[config.mk]
export PLATFORM = sky130hd
export DESIGN_NAME = psu_ctrl_flat
export DESIGN_NICKNAME = d
export VERILOG_FILES = /design/src/rtl/core/psu_pkg.sv /design/src/rtl/core/psu_channels.sv /design/src/rtl/core/psu_ctrl.sv /design/src/flat_wrapper.sv
export SDC_FILE = /design/constraint.sdc
export NUM_CORES = 1
export LEC_CHECK = 0
export BUFFER_PORTS_ARGS = -buffer_cell sky130_fd_sc_hd__buf_2
export CORE_UTILIZATION = 59
export DETAILED_ROUTE_END_ITERATION = 6
export PLACE_DENSITY = 0.8
export SLEW_MARGIN = 10
export SYNTH_ARGS = -nofsm -noshare
export SYNTH_HDL_FRONTEND = slang
export SYNTH_SLANG_ARGS = --single-unit
[constraint.sdc]
create_clock -name clock -period 3.72 [get_ports clock]
set_input_delay 0.372 -clock clock [delete_from_list [all_inputs] [get_ports clock]]
set_output_delay 0.372 -clock clock [all_outputs]
set_load 0.03 [all_outputs]
[src/rtl/core/psu_pkg.sv]
// Package of png_scanline_unfilter: sizes, filter codes, register indexes,
// the stage record between control and datapath, and the Paeth predictor.
// Depends on nothing.
package psu_pkg;

   localparam int MAX_LINE_BYTES  = 32768;
   localparam int MAX_PIXEL_BYTES = 8;
   localparam int ROW_LIMIT       = 16384;

   localparam int LINE_AW = $clog2(MAX_LINE_BYTES);
   localparam int SLOT_W  = (MAX_PIXEL_BYTES > 1) ? $clog2(MAX_PIXEL_BYTES) : 1;

   // Field and register widths
   localparam int BYTE_W = 8;
   localparam int BPP_W  = 4;
   localparam int LB_W   = 16;
   localparam int RT_W   = 15;
   localparam int COL_W  = 16;
   localparam int ROW_W  = 14;

   // Configuration port
   localparam int CSR_IDX_W  = 2;
   localparam int CSR_DATA_W = 16;

   typedef enum logic [CSR_IDX_W-1:0] {
      CSR_BYTES_PER_PIXEL = 2'd0,
      CSR_LINE_BYTES      = 2'd1,
      CSR_ROW_TOTAL       = 2'd2
   } csr_index_type;

   typedef enum logic [2:0] {
      FILT_NONE  = 3'd0,
      FILT_SUB   = 3'd1,
      FILT_UP    = 3'd2,
      FILT_AVG   = 3'd3,
      FILT_PAETH = 3'd4
   } filter_type;

   // One request on its way from control to the reconstruction stage
   typedef struct packed {
      logic                  compute;
      logic                  status;
      logic                  row_end;
      logic                  image_end;
      logic [BYTE_W-1:0]     data;
      filter_type            kind;
      logic [SLOT_W-1:0]     slot;
      logic                  has_left;
      logic                  has_up;
      logic [LINE_AW-1:0]    idx;
   } stage_type;

   // Paeth predictor: pick the neighbor closest to a + b - c
   function automatic logic [BYTE_W-1:0] paeth(input logic [BYTE_W-1:0] a,
                                               input logic [BYTE_W-1:0] b,
                                               input logic [BYTE_W-1:0] c);
      logic signed [BYTE_W+1:0] da;
      logic signed [BYTE_W+1:0] db;
      logic signed [BYTE_W+1:0] dc;
      logic        [BYTE_W+1:0] pa;
      logic        [BYTE_W+1:0] pb;
      logic        [BYTE_W+1:0] pc;
      logic        [BYTE_W-1:0] pick;
      da = $signed({2'b00, b}) - $signed({2'b00, c});
      db = $signed({2'b00, a}) - $signed({2'b00, c});
      dc = da + db;
      pa = (da < 0) ? $unsigned(-da) : $unsigned(da);
      pb = (db < 0) ? $unsigned(-db) : $unsigned(db);
      pc = (dc < 0) ? $unsigned(-dc) : $unsigned(dc);
      if (pa <= pb && pa <= pc) begin
         pick = a;
      end else if (pb <= pc) begin
         pick = b;
      end else begin
         pick = c;
      end
      return pick;
   endfunction

endpackage

[src/rtl/core/psu_channels.sv]
// Request and response channel interfaces of png_scanline_unfilter.
// Depends on psu_pkg for the field widths.
interface psu_req_if;
   logic                          valid;
   logic                          ready;
   logic [psu_pkg::BYTE_W-1:0]    filtered_byte;

   modport source (output valid, output filtered_byte, input ready);
   modport sink   (input valid, input filtered_byte, output ready);
endinterface


[src/rtl/core/psu_ctrl.sv]
// Control of png_scanline_unfilter: configuration registers, row and column
// tracking, filter byte decode and the stage register. Depends on psu_pkg
// and psu_channels.
module psu_ctrl (
   input  logic                              clock,
   input  logic                              reset,
   psu_req_if.sink                           req_if,
   input  logic                              csr_we,
   input  logic [psu_pkg::CSR_IDX_W-1:0]     csr_index,
   input  logic [psu_pkg::CSR_DATA_W-1:0]    csr_wdata,
   input  logic                              stage_take,
   output logic                              stage_vld,
   output psu_pkg::stage_type                stage,
   output logic                              rd_en,
   output logic [psu_pkg::LINE_AW-1:0]       rd_addr
);

   logic [psu_pkg::BPP_W-1:0]  bpp_ff;
   logic [psu_pkg::LB_W-1:0]   line_ff;
   logic [psu_pkg::RT_W-1:0]   rows_ff;

   logic [psu_pkg::BPP_W-1:0]  bpp_eff;
   logic [psu_pkg::LB_W:0]     lb_eff;
   logic [psu_pkg::RT_W-1:0]   rt_eff;

   logic                       expect_ff, expect_in;
   logic                       failed_ff, failed_in;
   psu_pkg::filter_type        kind_ff, kind_in;
   logic [psu_pkg::COL_W-1:0]  col_ff, col_in;
   logic [psu_pkg::ROW_W-1:0]  row_ff, row_in;
   logic [psu_pkg::SLOT_W-1:0] mod_ff [psu_pkg::MAX_PIXEL_BYTES];
   logic [psu_pkg::SLOT_W-1:0] mod_in [psu_pkg::MAX_PIXEL_BYTES];
   logic [psu_pkg::SLOT_W-1:0] mod_next [psu_pkg::MAX_PIXEL_BYTES];

   logic                       stage_vld_ff, stage_vld_in;
   psu_pkg::stage_type         stage_ff, stage_in;

   logic                       accept;
   logic                       row_end;
   logic                       last;
   logic                       bad_filter;
   logic [psu_pkg::LINE_AW-1:0] idx;

   // Configuration registers
   always_ff @(posedge clock) begin
      if (reset) begin
         bpp_ff  <= psu_pkg::BPP_W'(1);
         line_ff <= psu_pkg::LB_W'(1);
         rows_ff <= psu_pkg::RT_W'(1);
      end else if (csr_we) begin
         case (csr_index)
            psu_pkg::CSR_BYTES_PER_PIXEL: bpp_ff  <= csr_wdata[psu_pkg::BPP_W-1:0];
            psu_pkg::CSR_LINE_BYTES:      line_ff <= csr_wdata[psu_pkg::LB_W-1:0];
            psu_pkg::CSR_ROW_TOTAL:       rows_ff <= csr_wdata[psu_pkg::RT_W-1:0];
            default: ;
         endcase
      end
   end

   // Clamp the registers to their working range
   always_comb begin
      if (bpp_ff == '0) begin
         bpp_eff = psu_pkg::BPP_W'(1);
      end else if (bpp_ff > psu_pkg::BPP_W'(psu_pkg::MAX_PIXEL_BYTES)) begin
         bpp_eff = psu_pkg::BPP_W'(psu_pkg::MAX_PIXEL_BYTES);
      end else begin
         bpp_eff = bpp_ff;
      end
      if (line_ff == '0) begin
         lb_eff = (psu_pkg::LB_W+1)'(1);
      end else if (32'(line_ff) > 32'(psu_pkg::MAX_LINE_BYTES)) begin
         lb_eff = (psu_pkg::LB_W+1)'(psu_pkg::MAX_LINE_BYTES);
      end else begin
         lb_eff = {1'b0, line_ff};
      end
      if (rows_ff == '0) begin
         rt_eff = psu_pkg::RT_W'(1);
      end else if (rows_ff > psu_pkg::RT_W'(psu_pkg::ROW_LIMIT)) begin
         rt_eff = psu_pkg::RT_W'(psu_pkg::ROW_LIMIT);
      end else begin
         rt_eff = rows_ff;
      end
   end

   // Row position of the current data byte
   assign accept     = req_if.valid && req_if.ready;
   assign row_end    = ((psu_pkg::LB_W+1)'(col_ff) + (psu_pkg::LB_W+1)'(1)) >= lb_eff;
   assign last       = row_end && ((psu_pkg::RT_W'(row_ff) + psu_pkg::RT_W'(1)) >= rt_eff);
   assign bad_filter = req_if.filtered_byte > {5'd0, psu_pkg::FILT_PAETH};

   always_comb begin
      if (32'(col_ff) >= 32'(psu_pkg::MAX_LINE_BYTES)) begin
         idx = psu_pkg::LINE_AW'(psu_pkg::MAX_LINE_BYTES - 1);
      end else begin
         idx = col_ff[psu_pkg::LINE_AW-1:0];
      end
   end

   // Column modulo every possible pixel size, kept incrementally
   always_comb begin
      for (int k = 0; k < psu_pkg::MAX_PIXEL_BYTES; k++) begin
         if (32'(mod_ff[k]) + 1 == k + 1) begin
            mod_next[k] = '0;
         end else begin
            mod_next[k] = mod_ff[k] + psu_pkg::SLOT_W'(1);
         end
      end
   end

   // Next state and stage contents for an accepted request
   always_comb begin
      expect_in    = expect_ff;
      failed_in    = failed_ff;
      kind_in      = kind_ff;
      col_in       = col_ff;
      row_in       = row_ff;
      mod_in       = mod_ff;
      stage_vld_in = stage_take ? 1'b0 : stage_vld_ff;
      stage_in     = stage_ff;
      if (accept) begin
         stage_in.data     = req_if.filtered_byte;
         stage_in.kind     = kind_ff;
         stage_in.slot     = mod_ff[psu_pkg::SLOT_W'(bpp_eff - psu_pkg::BPP_W'(1))];
         stage_in.has_left = psu_pkg::COL_W'(bpp_eff) <= col_ff;
         stage_in.has_up   = row_ff != '0;
         stage_in.idx      = idx;
         if (expect_ff) begin
            // Filter byte: decode, report only an invalid one
            expect_in = 1'b0;
            col_in    = '0;
            for (int k = 0; k < psu_pkg::MAX_PIXEL_BYTES; k++) begin
               mod_in[k] = '0;
            end
            stage_in.compute   = 1'b0;
            stage_in.status    = 1'b1;
            stage_in.row_end   = 1'b0;
            stage_in.image_end = 1'b0;
            stage_vld_in       = 1'b0;
            if (!failed_ff) begin
               if (bad_filter) begin
                  failed_in    = 1'b1;
                  stage_vld_in = 1'b1;
               end else begin
                  kind_in = psu_pkg::filter_type'(req_if.filtered_byte[2:0]);
               end
            end
         end else begin
            // Data byte: reconstruct unless the image has failed
            stage_in.compute   = !failed_ff;
            stage_in.status    = 1'b0;
            stage_in.row_end   = row_end;
            stage_in.image_end = last;
            stage_vld_in       = !failed_ff || last;
            if (row_end) begin
               expect_in = 1'b1;
               col_in    = '0;
               for (int k = 0; k < psu_pkg::MAX_PIXEL_BYTES; k++) begin
                  mod_in[k] = '0;
               end
               if (last) begin
                  row_in    = '0;
                  failed_in = 1'b0;
               end else begin
                  row_in = row_ff + psu_pkg::ROW_W'(1);
               end
            end else begin
               col_in = col_ff + psu_pkg::COL_W'(1);
               mod_in = mod_next;
            end
         end
      end
   end

   // State registers
   always_ff @(posedge clock) begin
      if (reset) begin
         expect_ff    <= 1'b1;
         failed_ff    <= 1'b0;
         kind_ff      <= psu_pkg::FILT_NONE;
         col_ff       <= '0;
         row_ff       <= '0;
         stage_vld_ff <= 1'b0;
         for (int k = 0; k < psu_pkg::MAX_PIXEL_BYTES; k++) begin
            mod_ff[k] <= '0;
         end
      end else begin
         expect_ff    <= expect_in;
         failed_ff    <= failed_in;
         kind_ff      <= kind_in;
         col_ff       <= col_in;
         row_ff       <= row_in;
         stage_vld_ff <= stage_vld_in;
         mod_ff       <= mod_in;
      end
   end

   // Stage payload
   always_ff @(posedge clock) begin
      stage_ff <= stage_in;
   end

   assign req_if.ready = !stage_vld_ff || stage_take;
   assign stage_vld    = stage_vld_ff;
   assign stage        = stage_ff;
   assign rd_en        = accept && !expect_ff && !failed_ff;
   assign rd_addr      = idx;

endmodule

[src/flat_wrapper.sv]
// flat-port wrapper written by rule: the top's interface ports become plain ports
module psu_ctrl_flat 
  (clock, reset, csr_we, csr_index, csr_wdata, stage_take, stage_vld, stage, rd_en, rd_addr, req_if_valid, req_if_filtered_byte, req_if_ready);
  psu_req_if req_if_i ();
  input  logic clock;
  input  logic reset;
  input  logic csr_we;
  input  logic [psu_pkg::CSR_IDX_W-1:0] csr_index;
  input  logic [psu_pkg::CSR_DATA_W-1:0] csr_wdata;
  input  logic stage_take;
  output logic stage_vld;
  output psu_pkg::stage_type stage;
  output logic rd_en;
  output logic [psu_pkg::LINE_AW-1:0] rd_addr;
  input wire logic [$bits(req_if_i.valid)-1:0] req_if_valid;
  input wire logic [$bits(req_if_i.filtered_byte)-1:0] req_if_filtered_byte;
  output wire logic [$bits(req_if_i.ready)-1:0] req_if_ready;
  assign req_if_i.valid = req_if_valid;
  assign req_if_i.filtered_byte = req_if_filtered_byte;
  assign req_if_ready = req_if_i.ready;
  psu_ctrl u_core (.clock(clock), .reset(reset), .req_if(req_if_i), .csr_we(csr_we), .csr_index(csr_index), .csr_wdata(csr_wdata), .stage_take(stage_take), .stage_vld(stage_vld), .stage(stage), .rd_en(rd_en), .rd_addr(rd_addr));
endmodule
-- Yosys cells after proc, flatten, opt, wreduce, memory -nomap -nowiden
Index checks and enable logic that the tools add are counted.
- input bits: 31
- flip-flop bits (word level): 130
- output and inout port bits: 53
- bitwise gates (word level): 4
- $add $sub $neg: 21
- multiplexer cells: 35
- $lt $le $gt $ge: 9
- reduce and logical (&&, ||, !) cells: 23
- equality and inequality tests: 10
- operators by type and width (operator ; count):
    $eq A32 B3 Y1 const B ; 4
    $eq A32 B2 Y1 const B ; 2
    $mux W16 ; 3
    $mux W24 ; 2
    $mux W15 ; 3
    $mux W3 ; 11
    $add A3 B1 Y4 const B ; 8
    $eq A32 B1 Y1 const B ; 1
    $eq A32 B4 Y1 const B ; 1
    $add A3 B1 Y3 const B ; 8
    $add A16 B1 Y17 const B ; 1
    $ge A17 B17 Y1 ; 1
    $mux W17 ; 1
    $add A16 B1 Y16 const B ; 1
    $ge A16 B16 Y1 const B ; 1
    $gt A16 B16 Y1 const B ; 1
    $le A4 B16 Y1 ; 1
    $logic_not A16 Y1 ; 1
    $add A14 B1 Y15 const B ; 1
    $ge A15 B15 Y1 ; 1
    $gt A15 B15 Y1 const B ; 1
    $logic_not A15 Y1 ; 1
    $add A14 B1 Y14 const B ; 1
    $mux W14 ; 1
    other kinds (21) ; 45

-- Longest topological paths before layout
Gate-level depths: netlist (run 1).
- word-level depth: 8
- mapped depth: 15

-- Worst setup path after synthesis (run 1)
Ideal clock, no wire load.
- path type: reg-to-reg
- start: register u_core.col_ff[0] in the netlist's numbering
- end: register u_core.expect_ff
- slack: 0.563 ns
- clock period less this slack: 3.157 ns
- arrival time: 3.038 ns
- stages on the path, launching flop included: 14
- path through: dfxtp_1 -> ha_1 -> and3_1 -> nand3_4 -> or2_2 -> xnor2_1 -> ha_1 -> a21o_1 -> a21oi_2 -> o21ai_4 -> a22oi_4 -> buf_6 -> nand2_2 -> a211o_1
- cells in the longest elaborated chain, start to end: 4
- ends and longest elaborated chain (item ; RTL line ; RTL):
    start: declaration ; psu_ctrl.sv:29 ; logic [psu_pkg::COL_W-1:0] col_ff, col_in;
    start signal: assignment ; psu_ctrl.sv:190 ; col_ff <= col_in;
    $add A16 B1 Y17 ; psu_ctrl.sv:87 ; assign row_end = ((psu_pkg::LB_W+1)'(col_ff) + (psu_pkg::LB_W+1)'(1)) >= lb_eff;
    $ge A17 B17 Y1 ; psu_ctrl.sv:87 ;
    $mux W1 ; psu_ctrl.sv:154 ; if (row_end) begin
    $mux W1 ; psu_ctrl.sv:127 ; if (expect_ff) begin
    end signal: assignment ; psu_ctrl.sv:187 ; expect_ff <= expect_in;
    end: declaration ; psu_ctrl.sv:26 ; logic expect_ff, expect_in;
Every way passes these cells.
A chain may end at the register's enable or synchronous reset.

-- Worst setup path in the final report (run 1)
- start: register u_core.col_ff[2] in the netlist's numbering
- end: register u_core.row_ff[6] in the netlist's numbering
- cells in the longest elaborated chain, start to end: 4
- ends and longest elaborated chain (item ; RTL line ; RTL):
    $add A16 B1 Y17 (*) ; psu_ctrl.sv:87 ;
    $ge A17 B17 Y1 (*) ; psu_ctrl.sv:87 ;
    $logic_and A1 B1 Y1 ; psu_ctrl.sv:88 ; assign last = row_end && ((psu_pkg::RT_W'(row_ff) + psu_pkg::RT_W'(1)) >= rt_eff);
    $mux W14 ; psu_ctrl.sv:160 ; if (last) begin
    end signal: assignment ; psu_ctrl.sv:191 ; row_ff <= row_in;
    end: declaration ; psu_ctrl.sv:30 ; logic [psu_pkg::ROW_W-1:0] row_ff, row_in;
Mark *: on every way between the ends. The rest lies on a longest branch, timed or not.

==> run metrics, run 1 <==
starting density of the core=60.4%; nets@finish=964; FP Rows=40; vias=around 6300; max-slew violation count=0; max cap viols=0; die area=12700 um2; FF+latch area=about 3000 um2; clock sink total=130; CTS root buf=clkbuf_16; H-tree Lvls=4; GR Overflow Total=0; sequential-to-total area share from yosys stat=40.7%; final period utilization=slightly above 90%; Slew HR=38.6%; Routed Antenna Nets=0; top-level I/O count=84; drc violations=0; most frequent CP cell=nand4_1; Layout area overhead=15.8%; # Post-CTS Setup Buffers=0; largest net degree at the start of global routing=60; vias in the first global route=5972; post-cts repair resize count=0; Crit-path slowest cell=dfxtp_1; Netlist cell types=63; cells after synthesis=806; first-pass iteration count of the detailed router=5; TNS Setup=0 ns; status=finished clean; Synth Net Count=892; critical path class=reg -> reg; worst setup margin=0.244 ns; CTS tree=built; post-synthesis register bit count=130; mean post-synth cell area=9.00 um2; worst-path fanout max=9; fin crit period=roughly 3.5 ns; Hold WC Path Type=in -> reg; CTS Buf Count=17; routed length per placed instance=16.6 um; Worst-path clk slew=about 0.06 ns; number of synthesized flops with an enable pin=35; Primary FF master, synth=dfxtp_1; arrival time worst endpoint=~3.8 ns; Vias/cell=6.11; async set-or-reset flop fraction in the synthesized netlist=0%; Slowest Stage Delay on Critical Path=0.50 ns; Worst VDD drop=between 0.2 and 0.25 mV; area leader, netlist=dfxtp_1; hold_buf cts=0; Post-Place Setup Slack=~0.25 ns; final hold vios=0; Clock Skews=0.00798 ns; initial antenna violation count=0; diode count=0; port bufs=83; worst-skew pair later-pin latency=between 0.4 and 0.5 ns; unrepaired setup endpoints after global routing=no; total wire length=roughly 17000 um; Mapped Area=between 7000 and 8000 um2; count of final setup violators=0; global-route wire length before repair=28400 um; Synth top area share=a little over a quarter; Leak=0.00342 uW; met1 Track Usage GR=35.2%; Detailed Place HPWL=11900 um; met2 Use GR=a little under half; Worst Setup Start Kind=register; synth top area cells=dfxtp_1, edfxtp_1, ha_1, nand2_1, a21oi_1; GRT Overall Usage=28.2%; share of post-route cells with drive strength above 1=19.6%; area taken by multi-input logic gates=3940 um2; busiest grt layer=met2; Syn. warnings=0; Pwr Density=444 nW/um2; routability cong.=0.847; filler cell count=903; Die X=113 um; Worst Setup End Kind=register; buffer levels on the longest clock path=2; worst-path cell chain=and4_1, and3_1, nand4_1, and2_1, or2_2, ha_1, nand4_1, or3_1, nor2_2, a21o_1, o211ai_4, o32ai_1; Max Fclk=288 MHz; worst slew pin tran=0.917 ns; GR Util met3=under 10%; core area=12000 um2; DIE HEIGHT=113 um; initial DRC count=445; Worst EP required=between 4 and 5 ns
power breakdown:
group,total (uW),internal [uW],switching (uW)
combinational,443,145,298
sequential,1540,1500,32.4
clock,1750,1130,619
total,3730,2780,949
final timing paths:
| kind | slack (ns) | end | depth (start not counted) | from |
|---|---|---|---|---|
| worst min-delay path | 0.14 | u_core.stage[30] | 1 | req_if_filtered_byte[7] |
| worst max register to register | 0.24 | u_core.row_ff[6] | 12 | u_core.col_ff[2] |
| worst max-delay path | 0.24 | u_core.row_ff[6] | 12 | u_core.col_ff[2] |
| worst min register to register | 0.44 | u_core.stage[20] | 0 | u_core.kind_ff[0] |
per-stage QoR:
| step | cells | total power [uW] | hold slack (ns) | instance area (um2) | util [%] |
|---|---|---|---|---|---|
| 3_5_place_dp | 1001 | 1980 | 0.423 | 7710 | 64.2 |
| 5_1_grt | 1038 | 3850 | 0.123 | 8400 | 70.0 |
| 6_report | 1038 | 3730 | 0.137 | 8400 | 70.0 |
| 4_1_cts | 1033 | 3720 | 0.124 | 8340 | 69.4 |
| 3_3_place_gp | 1001 | 1970 | 0.416 | 7710 | 64.2 |
| 2_1_floorplan | 806 | 1870 | 0.403 | 7260 | - |
kinds of logic after synthesis:
| kind of cell | Yosys count | share of synthesized area (%) |
|---|---|---|
| flip-flops | 130 | 40.7 |
| adder cells (fa/ha/maj) | 55 | 9.48 |
| AND/OR/NAND/NOR | 328 | 22.3 |
| AO/OA/AOI/OAI | 170 | 15.8 |
| multiplexers | 16 | 3.31 |
| buffers and inverters | 79 | 5.00 |
| XOR/XNOR | 28 | 3.38 |
layer usage:
| metal | part of all wire (%) | wire, um |
|---|---|---|
| met1 | 43 | 7340 |
| met5 | 0 | 0 |
| met2 | 50 | 8540 |
| met3 | 4.8 | 834 |
| met4 | 2.8 | 484 |
area by class of cell:
type	count	share of cell area (%)
Multi-Input combinational cell	597	46.9
Sequential cell	130	35.1
Inverter	32	1.43
Clock buffer	18	5.23
Tap cell	147	2.19
Timing Repair Buffer	100	6.91
Clock inverter	14	2.23
Yosys cell counts (7+ instances only):
library cell  number
ha_1              55
nor2b_1            8
or3_1              7
or2_2             18
and3_1             9
nor4_1             9
o2111ai_1         10
inv_1             31
nand3b_1           8
xnor2_1           22
a21oi_1           77
clkbuf_1          24
nand4_1           20
a31oi_1           12
edfxtp_1          35
nand2_1          138
nand3_1           28
a32oi_1           14
o21ai_0           12
nor2_1            45
dfxtp_1           95
buf_2             14
critical path, delay by kind of cell, from the launching register on:
kind / cells / cell delay [ns]
AOI/OAI and AO/OA: 3 / 0.73
and+or+nand+nor: 8 / 1.85
adders and majority gates: 1 / 0.30
DFF: 1 / 0.50
registers in the layout (all words and copies together) (netlist names):
register / cells
u_core.rows_ff: 15
u_core.stage: 35
u_core.stage_vld: 1
u_core.expect_ff: 1
u_core.kind_ff: 3
u_core.row_ff: 14
u_core.bpp_ff: 4
u_core.mod_ff: 24
u_core.col_ff: 16
u_core.failed_ff: 1
u_core.line_ff: 16
cells in the final DEF (no fill, tap or decap), drive strengths merged, types with 9 or more instances in the layout:
cell,count
nand2,139
buf,100
dfxtp,95
a21oi,79
ha,55
nor2,49
edfxtp,35
inv,30
nand3,29
xnor2,22
nand4,20
or2,18
clkbuf,18
o21ai,15
a32oi,14
a31oi,12
o2111ai,10
nor4,10
and3,9
clkinv,9
(Power assumes the default switching activity.)
==> run 2: changes to the inputs <==
Settings changed: CORE_UTILIZATION 59 to 61, CTS_BUF_LIST from default to sky130_fd_sc_hd__clkbuf_8, PLACE_DENSITY 0.8 to 0.83.
==> run 2 against run 1 <==
The flow now finishes with violations (design-rule violations). Global-route usage increased by 0.069 points. Via count about the same. Clock power decreased by 37%. Utilization increased by 0.62 points. Wire length decreased by 0.99%. Largest cell class unchanged. Cell area decreased by 3.3%. Sequential share of layout area increased by 1.3 points. Clock skew increased by 0.0070 ns. Non-clock buffer count unchanged. Sequential power about the same. Fmax about the same. Critical path depth unchanged. Critical path type unchanged.
==> run metrics, run 2 (synthesis gave the netlist of run 1 again) <==
status=complete, but fails checks; failing checks=design-rule violations; first-pass iteration count of the detailed router=7 (+2); internal power=2190 uW (-21%); Die X=111 um (-1.6%); drc violations=10 (+10); commonest cells after routing, fill and taps aside=nand2_1, dfxtp_1, buf_2; Leak=0.00328 uW (-4.0%); routed length per placed instance=16.5 um (-0.61%); max cap viols=0 (unchanged); Routed Antenna Nets=0 (unchanged); diode count=0 (unchanged); top-level I/O count=84 (unchanged); Util after Layout=70.6% (+0.62 points); Detailed Place HPWL=11900 um (+0.24%); max-slew violation count=0 (unchanged); fin crit period=3.48 ns (+0.000865 ns); Worst Setup Start Kind=register; port bufs=83 (unchanged); initial DRC count=504 (+13%); filler cell count=873 (-3.3%); FP Rows=39 (-2.5%); Clk pwr share=35.8% (-11 points); final hold vios=0 (unchanged); Worst-path clk slew=0.08 ns (+0.02 ns); placed cell areas=7690 um2 (-0.26%); worst-path fanout max=11 (+2); worst slew pin tran=1.06 ns (+0.143 ns); worst setup margin=0.243 ns (-0.000865 ns); worst-skew pair later-pin latency=0.46 ns (+0.03 ns); Vias/cell=6.14 (+0.43%); vias in the first global route=5919 (-0.89%); commonest non-fill, non-tap cell in the layout=nand2_1; largest net degree at the start of global routing=102 (+70%); Hold Slack=0.104 ns (-0.0333 ns); Clock Skews=0.0150 ns (+0.00697 ns); Layout area overhead=12.0%; Worst VDD drop=0.259 mV (+14%); GR Overflow Total=0 (unchanged); Pwr Density=379 nW/um2 (-15%); count of final setup violators=0 (unchanged); DIE HEIGHT=111 um (-1.6%); global-route wire length before repair=28100 um (-1.2%); setup slack, reg-to-reg=0.24 ns (about the same); final period utilization=93.5% (about the same); total wire length=17000 um (-0.99%); hold_buf cts=0 (unchanged); Worst EP required=4.07 ns (+0.03 ns); Post-Place Setup Slack=0.200 ns (-0.0481 ns); core area=11500 um2 (-4.1%); share of post-route cells with drive strength above 1=20.2% (+0.56 points); Sequential Power Share=49.7% (+8.5 points); Hold WC Path Type=in -> reg; H-tree Lvls=4 (unchanged); CTS Buf Count=17 (unchanged); number of flip-flops in the largest register=35 (unchanged); die area=12300 um2 (-3.2%); non-filler cells, final=1034 (-0.39%); starting density of the core=63.0% (+2.6 points); Max Fclk=288 MHz (about the same); CTS root buf=clkbuf_8; initial antenna violation count=0 (unchanged); sw frac=29.1% (+3.7 points); Logic pwr share=14.5% (+2.6 points); GRT Overall Usage=28.3% (+0.069 points); design area=8130 um2 (-3.3%); dpl cells=995 (-0.60%); critical path class=reg -> reg; nets@finish=964 (unchanged); Slew HR=29.3% (-9.3 points); Switch Pwr=898 uW (-5.4%); clock sink total=130 (unchanged); routability cong.=0.852 (+0.55%); buffer levels on the longest clock path=2 (unchanged); vias=6345 (+0.047%); Worst Setup End Kind=register; arrival time worst endpoint=3.83 ns (+0.04 ns); CTS tree=built
==> run 2: through the flow <==
stage	total power, uW	TNS [ns]
after global routing	3190	-0.0303
after detailed placement	1980	0
final	3080	0
after floorplan	1870	0
after CTS	3060	0
after global placement	1960	0
==> run 2: critical path, stage by stage (launching register included) <==
cell and delay, ns:
dfxtp_1 0.46, ha_1 0.22, and3_1 0.24, nand3_4 0.15, or2_2 0.36, xnor2_1 0.15, ha_1 0.33, nand3_1 0.21
nor2_1 0.08, a22o_1 0.25, a21oi_4 0.32, nand2_1 0.24, a221oi_1 0.34
==> run 2: metal layers <==
metal  vias up  global-route usage (%)  routed length (um)
met2       237                    48.1                8560
li1       3060                       -                   -
met4         0                    11.2                 325
met1      3019                    35.6                7140
met3        29                    5.36                1000
met5         -                       0                   0
==> run 2: path summary, 6_finish.rpt <==
| kind | startpoint | to | cells after the start |
|---|---|---|---|
| hold reg to reg | u_core.kind_ff[0] | u_core.stage[20] | 0 |
| hold / removal | req_if_filtered_byte[7] | u_core.stage[30] | 1 |
| setup reg to reg | u_core.col_ff[1] | u_core.mod_ff[11] | 12 |
| setup / recovery | u_core.col_ff[1] | u_core.mod_ff[11] | 12 |
==> run 2: cell type report <==
| type | instances | area, um2 | area share, % |
|---|---|---|---|
| Clock buffer | 18 | 248 | 3.05 |
| Clock inverter | 14 | 115 | 1.42 |
| Inverter | 32 | 120 | 1.48 |
| Multi-Input combinational cell | 597 | 3950 | 48.6 |
| Sequential cell | 130 | 2960 | 36.4 |
| Tap cell | 143 | 179 | 2.20 |
| Timing Repair Buffer | 100 | 556 | 6.83 |
==> run 2: timing repair <==
action	CTS	global route
gates resized for setup	0	8
setup buffers	0	7
setup endpoints to repair	0	40
endpoints found under the hold margin	0	0
==> run 2: power groups by stage <==
| stage | sequential [uW] | clock [uW] | combinational (uW) |
|---|---|---|---|
| 6_report | 1530 | 1100 | 448 |
| 5_1_grt | 1540 | 1170 | 482 |
| 4_1_cts | 1530 | 1110 | 417 |
| 3_5_place_dp | 1560 | 0 | 416 |
| 3_3_place_gp | 1560 | 0 | 402 |
| 2_1_floorplan | 1610 | 0 | 256 |
