[src/rtl/core/psu_pkg.sv]
// Package of png_scanline_unfilter: sizes, filter codes, register indexes,
// the stage record between control and datapath, and the Paeth predictor.
// Depends on nothing.
package psu_pkg;

   localparam int MAX_LINE_BYTES  = 32768;
   localparam int MAX_PIXEL_BYTES = 8;
   localparam int ROW_LIMIT       = 16384;

   localparam int LINE_AW = $clog2(MAX_LINE_BYTES);
   localparam int SLOT_W  = (MAX_PIXEL_BYTES > 1) ? $clog2(MAX_PIXEL_BYTES) : 1;

   // Field and register widths
   localparam int BYTE_W = 8;
   localparam int BPP_W  = 4;
   localparam int LB_W   = 16;
   localparam int RT_W   = 15;
   localparam int COL_W  = 16;
   localparam int ROW_W  = 14;

   // Configuration port
   localparam int CSR_IDX_W  = 2;
   localparam int CSR_DATA_W = 16;

   typedef enum logic [CSR_IDX_W-1:0] {
      CSR_BYTES_PER_PIXEL = 2'd0,
      CSR_LINE_BYTES      = 2'd1,
      CSR_ROW_TOTAL       = 2'd2
   } csr_index_type;

   typedef enum logic [2:0] {
      FILT_NONE  = 3'd0,
      FILT_SUB   = 3'd1,
      FILT_UP    = 3'd2,
      FILT_AVG   = 3'd3,
      FILT_PAETH = 3'd4
   } filter_type;

   // One request on its way from control to the reconstruction stage
   typedef struct packed {
      logic                  compute;
      logic                  status;
      logic                  row_end;
      logic                  image_end;
      logic [BYTE_W-1:0]     data;
      filter_type            kind;
      logic [SLOT_W-1:0]     slot;
      logic                  has_left;
      logic                  has_up;
      logic [LINE_AW-1:0]    idx;
   } stage_type;

   // Paeth predictor: pick the neighbor closest to a + b - c
   function automatic logic [BYTE_W-1:0] paeth(input logic [BYTE_W-1:0] a,
                                               input logic [BYTE_W-1:0] b,
                                               input logic [BYTE_W-1:0] c);
      logic signed [BYTE_W+1:0] da;
      logic signed [BYTE_W+1:0] db;
      logic signed [BYTE_W+1:0] dc;
      logic        [BYTE_W+1:0] pa;
      logic        [BYTE_W+1:0] pb;
      logic        [BYTE_W+1:0] pc;
      logic        [BYTE_W-1:0] pick;
      da = $signed({2'b00, b}) - $signed({2'b00, c});
      db = $signed({2'b00, a}) - $signed({2'b00, c});
      dc = da + db;
      pa = (da < 0) ? $unsigned(-da) : $unsigned(da);
      pb = (db < 0) ? $unsigned(-db) : $unsigned(db);
      pc = (dc < 0) ? $unsigned(-dc) : $unsigned(dc);
      if (pa <= pb && pa <= pc) begin
         pick = a;
      end else if (pb <= pc) begin
         pick = b;
      end else begin
         pick = c;
      end
      return pick;
   endfunction

endpackage

[src/rtl/core/psu_channels.sv]


interface psu_rsp_if;
   logic                          valid;
   logic                          ready;
   logic [psu_pkg::BYTE_W-1:0]    pixel_byte;
   logic                          status;
   logic                          row_end;
   logic                          image_end;

   modport source (output valid, output pixel_byte, output status, output row_end,
                   output image_end, input ready);
   modport sink   (input valid, input pixel_byte, input status, input row_end,
                   input image_end, output ready);
endinterface

[src/rtl/core/psu_recon.sv]
// Reconstruction stage of png_scanline_unfilter: neighbor rings, predictor,
// line store write-back and the response register. Depends on psu_pkg and
// psu_channels.
module psu_recon (
   input  logic                           clock,
   input  logic                           reset,
   input  logic                           stage_vld,
   input  psu_pkg::stage_type             stage,
   input  logic [psu_pkg::BYTE_W-1:0]     up_byte,
   output logic                           stage_take,
   output logic                           wr_en,
   output logic [psu_pkg::LINE_AW-1:0]    wr_addr,
   output logic [psu_pkg::BYTE_W-1:0]     wr_data,
   psu_rsp_if.source                      rsp_if
);

   logic [psu_pkg::BYTE_W-1:0] left_ff [psu_pkg::MAX_PIXEL_BYTES];
   logic [psu_pkg::BYTE_W-1:0] ul_ff   [psu_pkg::MAX_PIXEL_BYTES];

   logic                       rsp_vld_ff, rsp_vld_in;
   logic [psu_pkg::BYTE_W-1:0] pixel_ff;
   logic                       status_ff;
   logic                       row_end_ff;
   logic                       image_end_ff;

   logic [psu_pkg::BYTE_W-1:0] a, b, c;
   logic [psu_pkg::BYTE_W:0]   sum_ab;
   logic [psu_pkg::BYTE_W-1:0] pred;
   logic [psu_pkg::BYTE_W-1:0] recon;

   // Neighbors, zero off the left edge and on the first row
   assign a      = stage.has_left ? left_ff[stage.slot] : '0;
   assign b      = stage.has_up ? up_byte : '0;
   assign c      = (stage.has_left && stage.has_up) ? ul_ff[stage.slot] : '0;
   assign sum_ab = {1'b0, a} + {1'b0, b};

   // Predictor select
   always_comb begin
      case (stage.kind)
         psu_pkg::FILT_SUB:   pred = a;
         psu_pkg::FILT_UP:    pred = b;
         psu_pkg::FILT_AVG:   pred = sum_ab[psu_pkg::BYTE_W:1];
         psu_pkg::FILT_PAETH: pred = psu_pkg::paeth(a, b, c);
         default:             pred = '0;
      endcase
   end

   assign recon      = stage.data + pred;
   assign stage_take = stage_vld && (!rsp_vld_ff || rsp_if.ready);

   // Write back the reconstructed byte
   assign wr_en   = stage_take && stage.compute;
   assign wr_addr = stage.idx;
   assign wr_data = recon;

   // Update the rings of left and upper-left bytes
   always_ff @(posedge clock) begin
      if (reset) begin
         for (int k = 0; k < psu_pkg::MAX_PIXEL_BYTES; k++) begin
            left_ff[k] <= '0;
            ul_ff[k]   <= '0;
         end
      end else if (wr_en) begin
         left_ff[stage.slot] <= recon;
         ul_ff[stage.slot]   <= b;
      end
   end

   // Response valid: load on take, drop when the sink takes it
   always_comb begin
      rsp_vld_in = rsp_vld_ff;
      if (stage_take) begin
         rsp_vld_in = 1'b1;
      end else if (rsp_if.ready) begin
         rsp_vld_in = 1'b0;
      end
   end

   always_ff @(posedge clock) begin
      if (reset) begin
         rsp_vld_ff <= 1'b0;
      end else begin
         rsp_vld_ff <= rsp_vld_in;
      end
   end

   // Response payload, held while stalled
   always_ff @(posedge clock) begin
      if (stage_take) begin
         pixel_ff     <= stage.compute ? recon : '0;
         status_ff    <= stage.status;
         row_end_ff   <= stage.row_end;
         image_end_ff <= stage.image_end;
      end
   end

   assign rsp_if.valid      = rsp_vld_ff;
   assign rsp_if.pixel_byte = pixel_ff;
   assign rsp_if.status     = status_ff;
   assign rsp_if.row_end    = row_end_ff;
   assign rsp_if.image_end  = image_end_ff;

endmodule

[src/flat_wrapper.sv]
// flat-port wrapper written by rule: the top's interface ports become plain ports
module psu_recon_flat 
  (clock, reset, stage_vld, stage, up_byte, stage_take, wr_en, wr_addr, wr_data, rsp_if_valid, rsp_if_pixel_byte, rsp_if_status, rsp_if_row_end, rsp_if_image_end, rsp_if_ready);
  psu_rsp_if rsp_if_i ();
  input  logic clock;
  input  logic reset;
  input  logic stage_vld;
  input  psu_pkg::stage_type stage;
  input  logic [psu_pkg::BYTE_W-1:0] up_byte;
  output logic stage_take;
  output logic wr_en;
  output logic [psu_pkg::LINE_AW-1:0] wr_addr;
  output logic [psu_pkg::BYTE_W-1:0] wr_data;
  output wire logic [$bits(rsp_if_i.valid)-1:0] rsp_if_valid;
  output wire logic [$bits(rsp_if_i.pixel_byte)-1:0] rsp_if_pixel_byte;
  output wire logic [$bits(rsp_if_i.status)-1:0] rsp_if_status;
  output wire logic [$bits(rsp_if_i.row_end)-1:0] rsp_if_row_end;
  output wire logic [$bits(rsp_if_i.image_end)-1:0] rsp_if_image_end;
  input wire logic [$bits(rsp_if_i.ready)-1:0] rsp_if_ready;
  assign rsp_if_valid = rsp_if_i.valid;
  assign rsp_if_pixel_byte = rsp_if_i.pixel_byte;
  assign rsp_if_status = rsp_if_i.status;
  assign rsp_if_row_end = rsp_if_i.row_end;
  assign rsp_if_image_end = rsp_if_i.image_end;
  assign rsp_if_i.ready = rsp_if_ready;
  psu_recon u_core (.clock(clock), .reset(reset), .stage_vld(stage_vld), .stage(stage), .up_byte(up_byte), .stage_take(stage_take), .wr_en(wr_en), .wr_addr(wr_addr), .wr_data(wr_data), .rsp_if(rsp_if_i));
endmodule
[config.mk]
export PLATFORM = sky130hd
export DESIGN_NAME = psu_recon_flat
export DESIGN_NICKNAME = d
export VERILOG_FILES = /design/src/rtl/core/psu_pkg.sv /design/src/rtl/core/psu_channels.sv /design/src/rtl/core/psu_recon.sv /design/src/flat_wrapper.sv
export SDC_FILE = /design/constraint.sdc
export NUM_CORES = 1
export LEC_CHECK = 0
export CORE_UTILIZATION = 40
export CTS_CLUSTER_SIZE = 20
export DETAILED_ROUTE_END_ITERATION = 16
export DONT_BUFFER_PORTS = 1
export PLACE_DENSITY = 0.52
export SLEW_MARGIN = 20
export SYNTH_ARGS = -nofsm -noshare
export SYNTH_HDL_FRONTEND = slang
export SYNTH_SLANG_ARGS = --single-unit
[constraint.sdc]
create_clock -name clock -period 20.7 [get_ports clock]
set_input_delay 5.175 -clock clock [delete_from_list [all_inputs] [get_ports clock]]
set_output_delay 5.175 -clock clock [all_outputs]
set_load 0.01 [all_outputs]
**After elaboration in Yosys (flattened, before gate mapping)**

Memory sizes are Yosys's and may differ from the RTL's.
Index checks and enable logic that the tools add are counted.
W data, S select, Z words.

- Register bits: 12
- Memories kept: 2
- RAM bits: 128
- Bits of input ports: 47
- Output and inout bits: 37
- Logic and storage cells: 56

Memories:

| name | depth | bits a word | rd ports | clocked after memory_dff | wr ports | RTL line | source |
|---|---|---|---|---|---|---|---|
| u_core.left_ff | 8 | 8 | 1 | 0 | 8 | psu_recon.sv:17 | `logic [psu_pkg::BYTE_W-1:0] left_ff [psu_pkg::MAX_PIXEL_BYTES];` |
| u_core.ul_ff | 8 | 8 | 1 | 0 | 8 | psu_recon.sv:18 | `logic [psu_pkg::BYTE_W-1:0] ul_ff [psu_pkg::MAX_PIXEL_BYTES];` |

- $add $sub $neg: 8
- $lt $le $gt $ge: 6
- Multiplexer cells: 22
- Equal/unequal tests: 4
- Reduce and logical (&&, ||, !) cells: 9

Operators with widths:

| cell | count |
|---|---|
| $mux W8 | 7 |
| $pmux W8 S4 | 1 |
| $le A10 B10 Y1 | 3 |
| $mux W10 | 3 |
| $neg A9 Y10 | 2 |
| $lt A9 B1 Y1 const B | 2 |
| $sub A8 B8 Y9 | 2 |
| $reduce_or A8 Y1 | 2 |
| $add A9 B9 Y10 | 1 |
| $lt A10 B1 Y1 const B | 1 |
| $neg A10 Y10 | 1 |
| $add A8 B8 Y9 | 1 |
| $mux W1 | 9 |
| $add A8 B8 Y8 | 1 |
| $eq A3 B2 Y1 const B | 2 |
| $mux W3 | 2 |
| $logic_and A1 B1 Y1 | 4 |
| $eq A3 B1 Y1 const B | 1 |
| $eq A3 B3 Y1 const B | 1 |
| $reduce_bool A2 Y1 | 1 |
| $logic_not A1 Y1 | 1 |
| $logic_or A1 B1 Y1 | 1 |

**Longest topological paths before layout**

Gate-level depths: netlist of run 1.

- Depth after elaboration: 12
- Depth in mapped cells: 50
- Gate-level depth less buffers: 45

**Worst setup path after synthesis of run 1**

Ideal clock, no wire load.

- Path kind: in2out
- From: input stage[19] (netlist bit)
- To: output wr_data[7] (netlist bit)
- Stages: 48
- Buffers on the path: 7
- Data arrival time: 13711 ps
- Path slack: 1814 ps
- Path through: buf_6 > buf_2 > buf_1 > clkbuf_1 > clkbuf_1 > nand3_1 > a21oi_1 > a211oi_1 > nor2_1 > ha_1 > inv_1 > fa_1 > xnor2_1 > inv_1 > ha_1 > o21ai_0 > nand2b_1 > a21oi_1 > [... 12 more ...] > a31oi_1 > nor3_1 > o21ai_0 > and2_1 > clkbuf_1 > nor2_1 > a21oi_1 > a221o_1 > ha_1 > a21o_1 > a21oi_1 > o21bai_1 > a21oi_1 > o21bai_1 > a21oi_1 > xnor2_1 > xnor2_1 > inv_1

- Longest elaborated chain between the ends: 11
- Elaborated cells on any way between the ends: 25

Ends and longest elaborated chain:

| element | RTL line | source |
|---|---|---|
| from (decl) | flat_wrapper.sv:8 | `input psu_pkg::stage_type stage;` |
| $mem_v2 Z8 W8, on equally long branches | n/a |  |
| $mux W8, on equally long branches | psu_recon.sv:34, psu_recon.sv:32 |  |
| $sub A8 B8 Y9, on equally long branches | psu_pkg.sv:64, psu_pkg.sv:65 |  |
| $add A9 B9 Y10 | psu_pkg.sv:66 | `dc = da + db;` |
| $neg A10 Y10 / $lt A10 B1 Y1 (equally long branches) | psu_pkg.sv:69 | `pc = (dc < 0) ? $unsigned(-dc) : $unsigned(dc);` |
| $mux W10 | psu_pkg.sv:69 |  |
| $le A10 B10 Y1, on equally long branches | psu_pkg.sv:72, psu_pkg.sv:70 |  |
| $mux W8 / $logic_and A1 B1 Y1 (equally long branches) | psu_pkg.sv:72, psu_pkg.sv:70 |  |
| $mux W8 | psu_pkg.sv:70 | `if (pa <= pb && pa <= pc) begin` |
| $pmux W8 S4 (*) | psu_recon.sv:39 | `case (stage.kind)` |
| $add A8 B8 Y8 (*) | psu_recon.sv:48 | `assign recon = stage.data + pred;` |
| to (decl) | flat_wrapper.sv:13 | `output logic [psu_pkg::BYTE_W-1:0] wr_data;` |

Every way passes the cells marked *; elsewhere a longest branch is shown, timed or not.

**Final worst setup path of run 1**

- From: input stage[17] (netlist bit)
- To: output wr_data[7] (netlist bit)

The elaborated chain is that of the path after synthesis.

==> results of run 1 <==
worst paths after layout:
kind	end	slack, ns
setup reg to reg	u_core.left_ff[1][7]$_SDFFCE_PN0P_	11.89
hold reg to reg	u_core.rsp_if.valid$_SDFFE_PP0P_	0.54
hold / removal	u_core.rsp_if.valid$_SDFFE_PP0P_	0.54
setup / recovery	wr_data[7]	1.74
cells in the final DEF (no fill, tap or decap), types with 8 or more instances in the layout:
cell type	instances
nand2b_1	16
nor2b_1	9
mux2i_1	23
clkbuf_16	17
xnor2_1	35
xor2_1	16
buf_4	9
a21oi_1	47
a221oi_1	8
inv_1	58
edfxtp_1	139
ha_1	62
nand3_1	10
a22oi_1	10
o21ai_0	30
mux4_2	13
nor2_1	190
a21o_1	17
nand2_1	62
critical path: cells and delay by family:
family | cells | cell delay [ns]
XOR/XNOR | 4 | 0.93
adder cells (fa/ha/maj) | 5 | 1.25
AND/OR/NAND/NOR | 6 | 1.72
AO/OA/AOI/OAI | 21 | 3.87
buffers and inverters | 6 | 0.78
registers in the layout, summed over array words and instances, names as in the netlist:
register,flops
u_core.left_ff,64
u_core.rsp_if.image_end,1
u_core.rsp_if.pixel_byte,8
u_core.rsp_if.row_end,1
u_core.rsp_if.status,1
u_core.rsp_if.valid,1
u_core.ul_ff,64
synthesized netlist by cell type, types with 10 or more instances:
library cell	n	share of area, %
inv_1	58	2.3
a21o_1	17	1.4
mux4_2	13	3.1
buf_4	15	1.2
a22oi_1	10	0.81
ha_1	62	8.3
xnor2_1	35	3.3
mux2i_1	23	2.5
nand2_1	62	2.5
nor2_1	190	7.7
nand3_1	10	0.54
a21oi_1	47	2.5
nand2b_1	16	1.1
clkbuf_1	29	1.2
xor2_1	16	1.5
edfxtp_1	139	45
o21ai_0	30	1.6
report_power, final:
part	switching, uW	leakage [uW]	internal (uW)
combinational	247	0.00231	164
clock	130	0.000307	205
sequential	4.83	0.00147	324
cells by family (layout without fill, tap and decap cells):
kind of cell               after synthesis  count (layout)
AOI/OAI and AO/OA                      173             173
xor gates and xnor gates                53              53
adders and majority gates               68              68
buffers and inverters                  114             100
DFF                                    140             140
muxes                                   46              46
other                                    2               4
and+or+nand+nor                        328             328
metal layers:
layer | part of all wire (%) | up-vias | track usage, %
li1 | - | 3222 | -
met1 | 47 | 3376 | 31.4
met2 | 47 | 201 | 36.7
met3 | 4.9 | 30 | 3.08
met4 | 1.3 | 0 | 6.22
met5 | 0 | - | 0
per-stage QoR:
stage / instances / util [%] / cell area (sq um)
final: 1197 / 44.4 / 10100
after CTS: 1197 / 44.4 / 10100
after global placement: 1165 / 41.6 / 9450
after floorplan: 926 / - / 9310
after detailed placement: 1165 / 41.6 / 9450
after global routing: 1197 / 44.4 / 10100
cell type report:
cell class | instances | share of cell area [%]
repair buffers | 9 | 0.670
clock buffers | 19 | 4.29
flip-flops and latches | 140 | 41.6
well taps | 285 | 3.54
multi-input cells | 672 | 45.7
clock inverters | 13 | 2.01
inverters | 59 | 2.20
==> flow_summary_export.csv, run 1 <==
group,metric,value,unit
timing,fin_ws,1.74,ns
critical_path,crit_top_cell,"a21oi_1",
critical_path,cp-end-kind,"output port",
timing,setup_viol,0,
layout,antennaDiodeCount,0,
detailed_routing,antenna_left,0,
logic_synthesis,post_synth_instance_area,9310,sq um
detailed_routing,num_vias,6829,
pwr,p_leak,0.00409,uW
die,coreArea,22700,sq um
timing,fmax,52.8,MHz
detailed_routing,drtIter0Drc,597,
logic_synthesis,ys_dominant_reg_cell,"edfxtp_1",
clocking,cts_setup_buffers,0,
worst_hold_path,hold_start,"u_core.rsp_if.valid$_SDFFE_PP0P_",
timing,rsz0062_at_grt,"false",
logic_synthesis,ys_ff_latch,140,
pwr,ir_drop,0.0000560,V
timing,fin_crit_sh,91.6,%
grt,groute.usage.overall,22.5,%
critical_path,arrival,13.78,ns
logic_synthesis,syn_inst,924,
clocking,clk_latency,0.43,ns
logic_synthesis,synth_fa_ha_area_share,9.32,%
die,num_rows,55,
timing,clock_skew,0.0123,ns
logic_synthesis,synth_edf_count,139,
detailed_routing,wirelength,26300,um
timing,final.setup.tns,0,ns
logic_synthesis,async_flop_share,0,%
critical_path,crit_fanout,38,
grt,antenna_found_initial,0,
critical_path,cp_data_required_time,15.53,ns
detailed_routing,drcViolationCount,0,
place,gp_congestion,0.894,
detailed_routing,wl_per_cell,22.0,um
grt,grt_start_max_net_pins,44,
die,die_h,155,um
logic_synthesis,synth_top_family_by_area,"simple AND/OR/NAND/NOR gates",
clocking,cts.htree.levels,4,
clocking,cts_buffers,17,
detailed_routing,dr.pass1.iters,5,
logic_synthesis,synth_compound_area_share,12.4,%
layout,multi_input_area,4610,sq um
timing,hold_slack,0.541,ns
grt,grt_pass1_vias,6584,
worst_hold_path,hold_path_depth,2,
clocking,cts_root_buf,"clkbuf_16",
place,port-buffer-count,0,
critical_path,slowest_stage,"nor3_1",
pwr,p_per_area,107,nW/um^2
timing,timing.final.max_slew_violations,0,
grt,grt.overflow.total,0,
layout,fillers,2181,
critical_path,cp_slowest_stage_delay,0.49,ns
critical_path,critPathLaunch,"stage[17]",
timing,final-hold-violation-count,0,
logic_synthesis,synth_xor_xnor_area_share,5.15,%
logic_synthesis,synth-simple-area-share,15.4,%
layout,syn_to_final_growth,8.34,%
layout,finalNetCount,1011,
outcome,outcome,"finished, final reports clean",
layout,drive_above_1_share,8.11,%
logic_synthesis,synth-seq-area-share,45.1,%
critical_path,startpoint_type,"input pin",
detailed_routing,viasPerCell,5.71,
critical_path,path_class,"in2out",
clocking,ctsHoldBuffers,0,
die,die_w,155,um
layout,seqCellArea,4190,sq um
job,max_cap_viol_count,0,
clocking,clkTransAtPathRegs,0.06,ns
clocking,post_cts_resized,0,
grt,grt_pass1_wl,39800,um
timing,tightest_slew,1.11,ns
pwr,total_power,1080,uW
critical_path,rr_worst_depth,44,
clocking,clk_path_buf_depth,2,
place,post-place-ws,1.82,ns
logic_synthesis,synth_cell_types,73,
die,ios,84,
place,dpl.hpwl,18300,um
critical_path,r2r_start,"u_core.left_ff[4][0]$_SDFFCE_PN0P_",
logic_synthesis,syn_area_per_cell,10.1,sq um
die,die-area,23900,sq um
worst_hold_path,hold_path_class,"reg2reg",
die,initial_core_util,41.0,%
logic_synthesis,ys_warn_count,0,
timing,period_needed,18.96,ns
clocking,cts_sinks,140,
logic_synthesis,synth_mux_area_share,7.11,%
clocking,cts_tree,"built",
timing,max_slew_margin,26.0,%
(Power assumes the default switching activity.)
==> run 2, diff against run 1 <==
--- a/config.mk
+++ b/config.mk
@@ -9,7 +9,7 @@
 export CTS_CLUSTER_SIZE = 20
 export DETAILED_ROUTE_END_ITERATION = 16
 export DONT_BUFFER_PORTS = 1
-export PLACE_DENSITY = 0.52
+export PLACE_DENSITY = 0.64
 export SLEW_MARGIN = 20
 export SYNTH_ARGS = -nofsm -noshare
 export SYNTH_HDL_FRONTEND = slang
==> run 2 against run 1 <==
  * Clock-buffer cell count down 1
  * Sequential power about the same
  * Combinational power about the same
  * Sequential share of layout area up 0.28 points
  * Routed wire length down 6.3%
  * Worst hold slack worse by 0.0098 ns
  * Sequential cell count unchanged
  * Worst setup slack worse by 0.35 ns
  * Maximum frequency down 1.8%
  * Largest cell class unchanged
  * Largest power group unchanged
  * Highest routed layer unchanged
==> flow_summary_export.csv, run 2 (synthesis gave the netlist of run 1 again) <==
group,metric,value,unit
die,num_rows,55,
clocking,ctsHoldBuffers,0,
critical_path,cp_data_required_time,15.53,ns
timing,setup_viol,0,
die,ios,84,
die,die_w,155,um
grt,grt_pass1_vias,6693,
timing,timing.final.max_slew_violations,0,
critical_path,slowest_stage,"xnor2_1",
clocking,cts_tree,"built",
timing,fmax,51.8,MHz
layout,drive_above_1_share,7.82,%
layout,layout_common_cells,"nor2_1, edfxtp_1, nand2_1, ha_1, inv_1",
timing,max_slew_margin,24.0,%
pwr,total_power,1050,uW
place,dpl-instance-area,9420,sq um
critical_path,arrival,14.14,ns
clocking,cts_sinks,140,
grt,groute.usage.overall,21.2,%
layout,antennaDiodeCount,0,
critical_path,path_class,"in2out",
pwr,ir_drop,0.0000595,V
pwr,clockPowerShare,29.4,%
place,gp_congestion,0.916,
layout,stdcell_area,10000,sq um
clocking,clk_latency,0.43,ns
timing,fin_crit_sh,93.3,%
detailed_routing,wl_per_cell,20.7,um
detailed_routing,drtIter0Drc,567,
place,dpl.hpwl,17500,um
timing,clock_skew,0.00979,ns
pwr,p_int,677,uW
pwr,p_per_area,105,nW/um^2
grt,grt_start_max_net_pins,44,
grt,antenna_found_initial,0,
worst_hold_path,hold_path_class,"reg2reg",
timing,final.setup.tns,0,ns
detailed_routing,antenna_left,0,
pwr,p_leak,0.00404,uW
clocking,cts_setup_buffers,0,
clocking,cts.htree.levels,4,
critical_path,startpoint_type,"input pin",
grt,grt.overflow.total,0,
clocking,clk_path_buf_depth,2,
die,die-area,23900,sq um
detailed_routing,num_vias,6866,
die,die_h,155,um
pwr,pwr-share-comb,39.2,%
critical_path,crit_fanout,38,
clocking,clkTransAtPathRegs,0.06,ns
layout,syn_to_final_growth,7.62,%
layout,post-route-util,44.1,%
layout,finalNetCount,1007,
detailed_routing,dr.pass1.iters,5,
die,coreArea,22700,sq um
detailed_routing,wirelength,24700,um
critical_path,crit_top_cell,"a21oi_1",
clocking,post_cts_resized,0,
critical_path,cp_slowest_stage_delay,0.78,ns
pwr,p_sw,373,uW
pwr,power.share.sequential,31.4,%
detailed_routing,drcViolationCount,0,
place,port-buffer-count,0,
grt,grt_pass1_wl,38000,um
pwr,switching_share,35.5,%
timing,period_needed,19.31,ns
timing,final-hold-violation-count,0,
critical_path,cp-end-kind,"output port",
die,initial_core_util,41.0,%
job,max_cap_viol_count,0,
clocking,cts_buffers,17,
outcome,outcome,"finished, final reports clean",
detailed_routing,viasPerCell,5.76,
timing,tightest_slew,1.14,ns
timing,rsz0062_at_grt,"false",
layout,final_common_cell,"nor2_1",
clocking,cts_root_buf,"clkbuf_16",
[run 2: cell types whose count changed in the layout (fill, tap and decap cells not counted)]
cell	delta
buf_4	-4
bufinv_16	-1
clkbuf_1	-1
clkinv_2	+3
clkinv_4	-1
clkinvlp_4	+3
inv_6	-1
inv_8	-2
[run 2: final timing paths]
check / start / endpoint / slack [ns] / cells past startpoint
worst min register to register: u_core.rsp_if.valid$_SDFFE_PP0P_ / u_core.rsp_if.valid$_SDFFE_PP0P_ / 0.53 / 2
worst min-delay path: u_core.rsp_if.valid$_SDFFE_PP0P_ / u_core.rsp_if.valid$_SDFFE_PP0P_ / 0.53 / 2
worst max-delay path: stage[17] / wr_data[7] / 1.39 / 41
worst max register to register: u_core.ul_ff[7][1]$_SDFFCE_PN0P_ / u_core.left_ff[3][7]$_SDFFCE_PN0P_ / 11.40 / 39
[run 2: worst max-delay path, delay by kind of cell]
kind	cells	cell delay [ns]
xor+xnor	4	1.53
compound gates	21	3.88
fa+ha+maj	5	1.27
buf+inv	5	0.67
simple gates	6	1.57
[run 2: layout make-up]
type | instances | area (sq um)
Fill cell | 2163 | 12700
Sequential cell | 140 | 4190
Clock buffer | 18 | 429
Timing Repair Buffer | 5 | 37.5
Clock inverter | 14 | 170
Tap cell | 285 | 357
Multi-Input combinational cell | 672 | 4610
Inverter | 59 | 221
[run 2: metrics by stage]
step | hold WS, ns | std cells | setup WS, ns
after CTS | 0.535 | 1193 | 1.50
after detailed placement | 0.526 | 1161 | 1.54
after global routing | 0.560 | 1193 | 0.587
after floorplan | 0.509 | 926 | 1.81
final | 0.532 | 1193 | 1.39
after global placement | 0.519 | 1161 | 1.73
[run 2: power groups by stage]
stage	logic (uW)	clock network [uW]	registers [uW]
2_1_floorplan	318	0	333
3_3_place_gp	402	0	335
3_5_place_dp	409	0	335
4_1_cts	412	310	330
5_1_grt	461	320	330
6_report	412	309	330
[run 2: per-layer routing]
metal	GRT usage [%]	vias to the layer above	part of all wire [%]	wire [um]
met2	34.7	273	47	11700
li1	-	3212	-	-
met5	0	-	0	0
met1	28.6	3340	43	10700
met4	7.73	0	2.1	506
met3	3.31	41	7.3	1810
==> run 3, diff against run 2 <==
--- a/config.mk
+++ b/config.mk
@@ -9,7 +9,7 @@
 export CTS_CLUSTER_SIZE = 20
 export DETAILED_ROUTE_END_ITERATION = 16
 export DONT_BUFFER_PORTS = 1
-export PLACE_DENSITY = 0.64
+export PLACE_DENSITY = 0.66
 export SLEW_MARGIN = 20
 export SYNTH_ARGS = -nofsm -noshare
 export SYNTH_HDL_FRONTEND = slang
==> constraint.sdc (replaced) <==
create_clock -name clock -period 15.5 [get_ports clock]
set_input_delay 3.1 -clock clock [delete_from_list [all_inputs] [get_ports clock]]
set_output_delay 3.1 -clock clock [all_outputs]
set_load 0.01 [all_outputs]
==> run 3 against run 2 <==
  * Clock skew is 0.0024 ns lower
  * Total power increased by 35%
  * Via count up 0.51%
  * Sequential power rose by 33%
  * Critical path type unchanged
==> flow_summary_export.csv, run 3 (synthesis gave the netlist of run 1 again) <==
group,metric,value,unit
detailed_routing,drtIter0Drc,685,
critical_path,critPathLaunch,"stage[17]",
critical_path,arrival,11.34,ns
clocking,cts.htree.levels,4,
grt,grt_pass1_vias,6760,
layout,antennaDiodeCount,0,
detailed_routing,drcViolationCount,0,
timing,period_needed,14.44,ns
clocking,clk_path_buf_depth,2,
critical_path,rr_worst_depth,40,
die,die_h,155,um
grt,grt_pass1_wl,38200,um
pwr,p_per_area,140,nW/um^2
critical_path,crit_fanout,38,
detailed_routing,antenna_left,0,
critical_path,path_class,"in2out",
critical_path,startpoint_type,"input pin",
job,max_cap_viol_count,0,
critical_path,slowest_stage,"nor3_1",
clocking,cts_root_buf,"clkbuf_16",
layout,layout_common_cells,"nor2_1, edfxtp_1, nand2_1, ha_1, inv_1",
layout,drive_above_1_share,8.33,%
layout,finalNetCount,1011,
layout,fillers,2129,
worst_hold_path,hold_path_class,"reg2reg",
timing,final-hold-violation-count,0,
grt,grt.overflow.total,0,
timing,max_slew_margin,25.2,%
critical_path,cp_slowest_stage_delay,0.44,ns
grt,antenna_found_initial,0,
detailed_routing,viasPerCell,5.77,
timing,fin_crit_sh,93.2,%
worst_hold_path,hold_path_depth,2,
die,die_w,155,um
place,post-place-ws,0.604,ns
timing,fmax,69.2,MHz
critical_path,cp_data_required_time,12.40,ns
timing,fin_ws,1.06,ns
die,die-area,23900,sq um
clocking,cts_sinks,140,
timing,final.setup.tns,0,ns
die,ios,84,
clocking,cts_tree,"built",
place,gp_congestion,0.903,
layout,syn_to_final_growth,8.27,%
outcome,outcome,"finished, final reports clean",
timing,rsz0062_at_grt,"false",
layout,final_common_cell,"nor2_1",
critical_path,rrSetupSlack,6.67,ns
grt,grt_start_max_net_pins,44,
place,port-buffer-count,0,
clocking,clk_latency,0.43,ns
timing,hold_slack,0.540,ns
critical_path,crit_top_cell,"a21oi_1",
timing,clock_skew,0.00737,ns
clocking,cts_buffers,17,
detailed_routing,dr.pass1.iters,6,
critical_path,cp-end-kind,"output port",
clocking,ctsHoldBuffers,0,
pwr,total_power,1420,uW
place,dpl.hpwl,17400,um
timing,tightest_slew,1.12,ns
critical_path,r2r-end,"u_core.left_ff[4][7]$_SDFFCE_PN0P_",
pwr,p_leak,0.00408,uW
detailed_routing,wirelength,24900,um
die,num_rows,55,
die,initial_core_util,41.0,%
clocking,clkTransAtPathRegs,0.06,ns
detailed_routing,num_vias,6901,
critical_path,r2r_start,"u_core.ul_ff[0][1]$_SDFFCE_PN0P_",
worst_hold_path,hold_start,"u_core.rsp_if.valid$_SDFFE_PP0P_",
timing,timing.final.max_slew_violations,0,
grt,groute.usage.overall,21.4,%
worst_hold_path,hold_path_end,"u_core.rsp_if.valid$_SDFFE_PP0P_",
pwr,ir_drop,0.0000863,V
timing,setup_viol,0,
die,coreArea,22700,sq um
detailed_routing,wl_per_cell,20.8,um
## run 3: cell count changes in the layout (fill, tap and decap cells not counted)
| cell | previous run | this run |
|---|---|---|
| buf_4 | 5 | 9 |
| bufinv_16 | 3 | 4 |
| clkbuf_1 | 1 | 0 |
| clkinv_1 | 1 | 2 |
| clkinv_4 | 2 | 3 |
| clkinvlp_4 | 4 | 3 |
| inv_6 | 2 | 1 |
| xnor2_1 | 35 | 34 |
| xnor2_2 | 1 | 2 |
## run 3: how the worst max path moves through the flow
stage,to,slack [ns],depth (start not counted)
2_1_floorplan,wr_data[7],0.76,48
3_3_place_gp,wr_data[7],0.76,43
3_5_place_dp,wr_data[7],0.60,42
4_1_cts,wr_data[7],0.57,42
5_1_grt,wr_data[6],0.27,43
6_report,wr_data[7],1.06,43
## run 3: area by class of cell
type	count	area, sq um	area share [%]
clock buffer	17	425	4.22
clock inverter	15	196	1.95
inverter	59	221	2.20
multi-input combinational	672	4610	45.8
sequential	140	4190	41.6
tap	285	357	3.54
timing repair buffer	9	67.6	0.671
## run 3: timing repair
item	4_1_cts	5_1_grt
hold endpoints to repair	0	0
resized for setup	0	1
buffers inserted	0	1
setup endpoints to repair	0	1
## run 3: layer usage
layer	track usage, %	share of wire (%)	vias up
li1	-	-	3229
met1	28.1	44	3379
met2	34.5	47	249
met3	4.85	6.8	44
met4	8.11	2.3	0
met5	0	0	-
## run 3: stage by stage
| step | util, % | cells | cell area (sq um) |
|---|---|---|---|
| 2_1_floorplan | - | 926 | 9310 |
| 3_3_place_gp | 41.6 | 1164 | 9440 |
| 3_5_place_dp | 41.6 | 1164 | 9440 |
| 4_1_cts | 44.3 | 1196 | 10100 |
| 5_1_grt | 44.4 | 1197 | 10100 |
| 6_report | 44.4 | 1197 | 10100 |
## run 3: critical path, delay by kind of cell
| kind | cells | cell delay, ns |
|---|---|---|
| and+or+nand+nor | 6 | 1.40 |
| xor gates and xnor gates | 4 | 1.01 |
| AOI/OAI and AO/OA | 22 | 3.89 |
| adders and majority gates | 5 | 1.24 |
| buffers and inverters | 6 | 0.66 |
## run 3: power breakdown
| group | internal (uW) | switching [uW] | total [uW] |
|---|---|---|---|
| registers | 433 | 6.54 | 440 |
| logic | 221 | 327 | 548 |
| clock network | 268 | 159 | 428 |
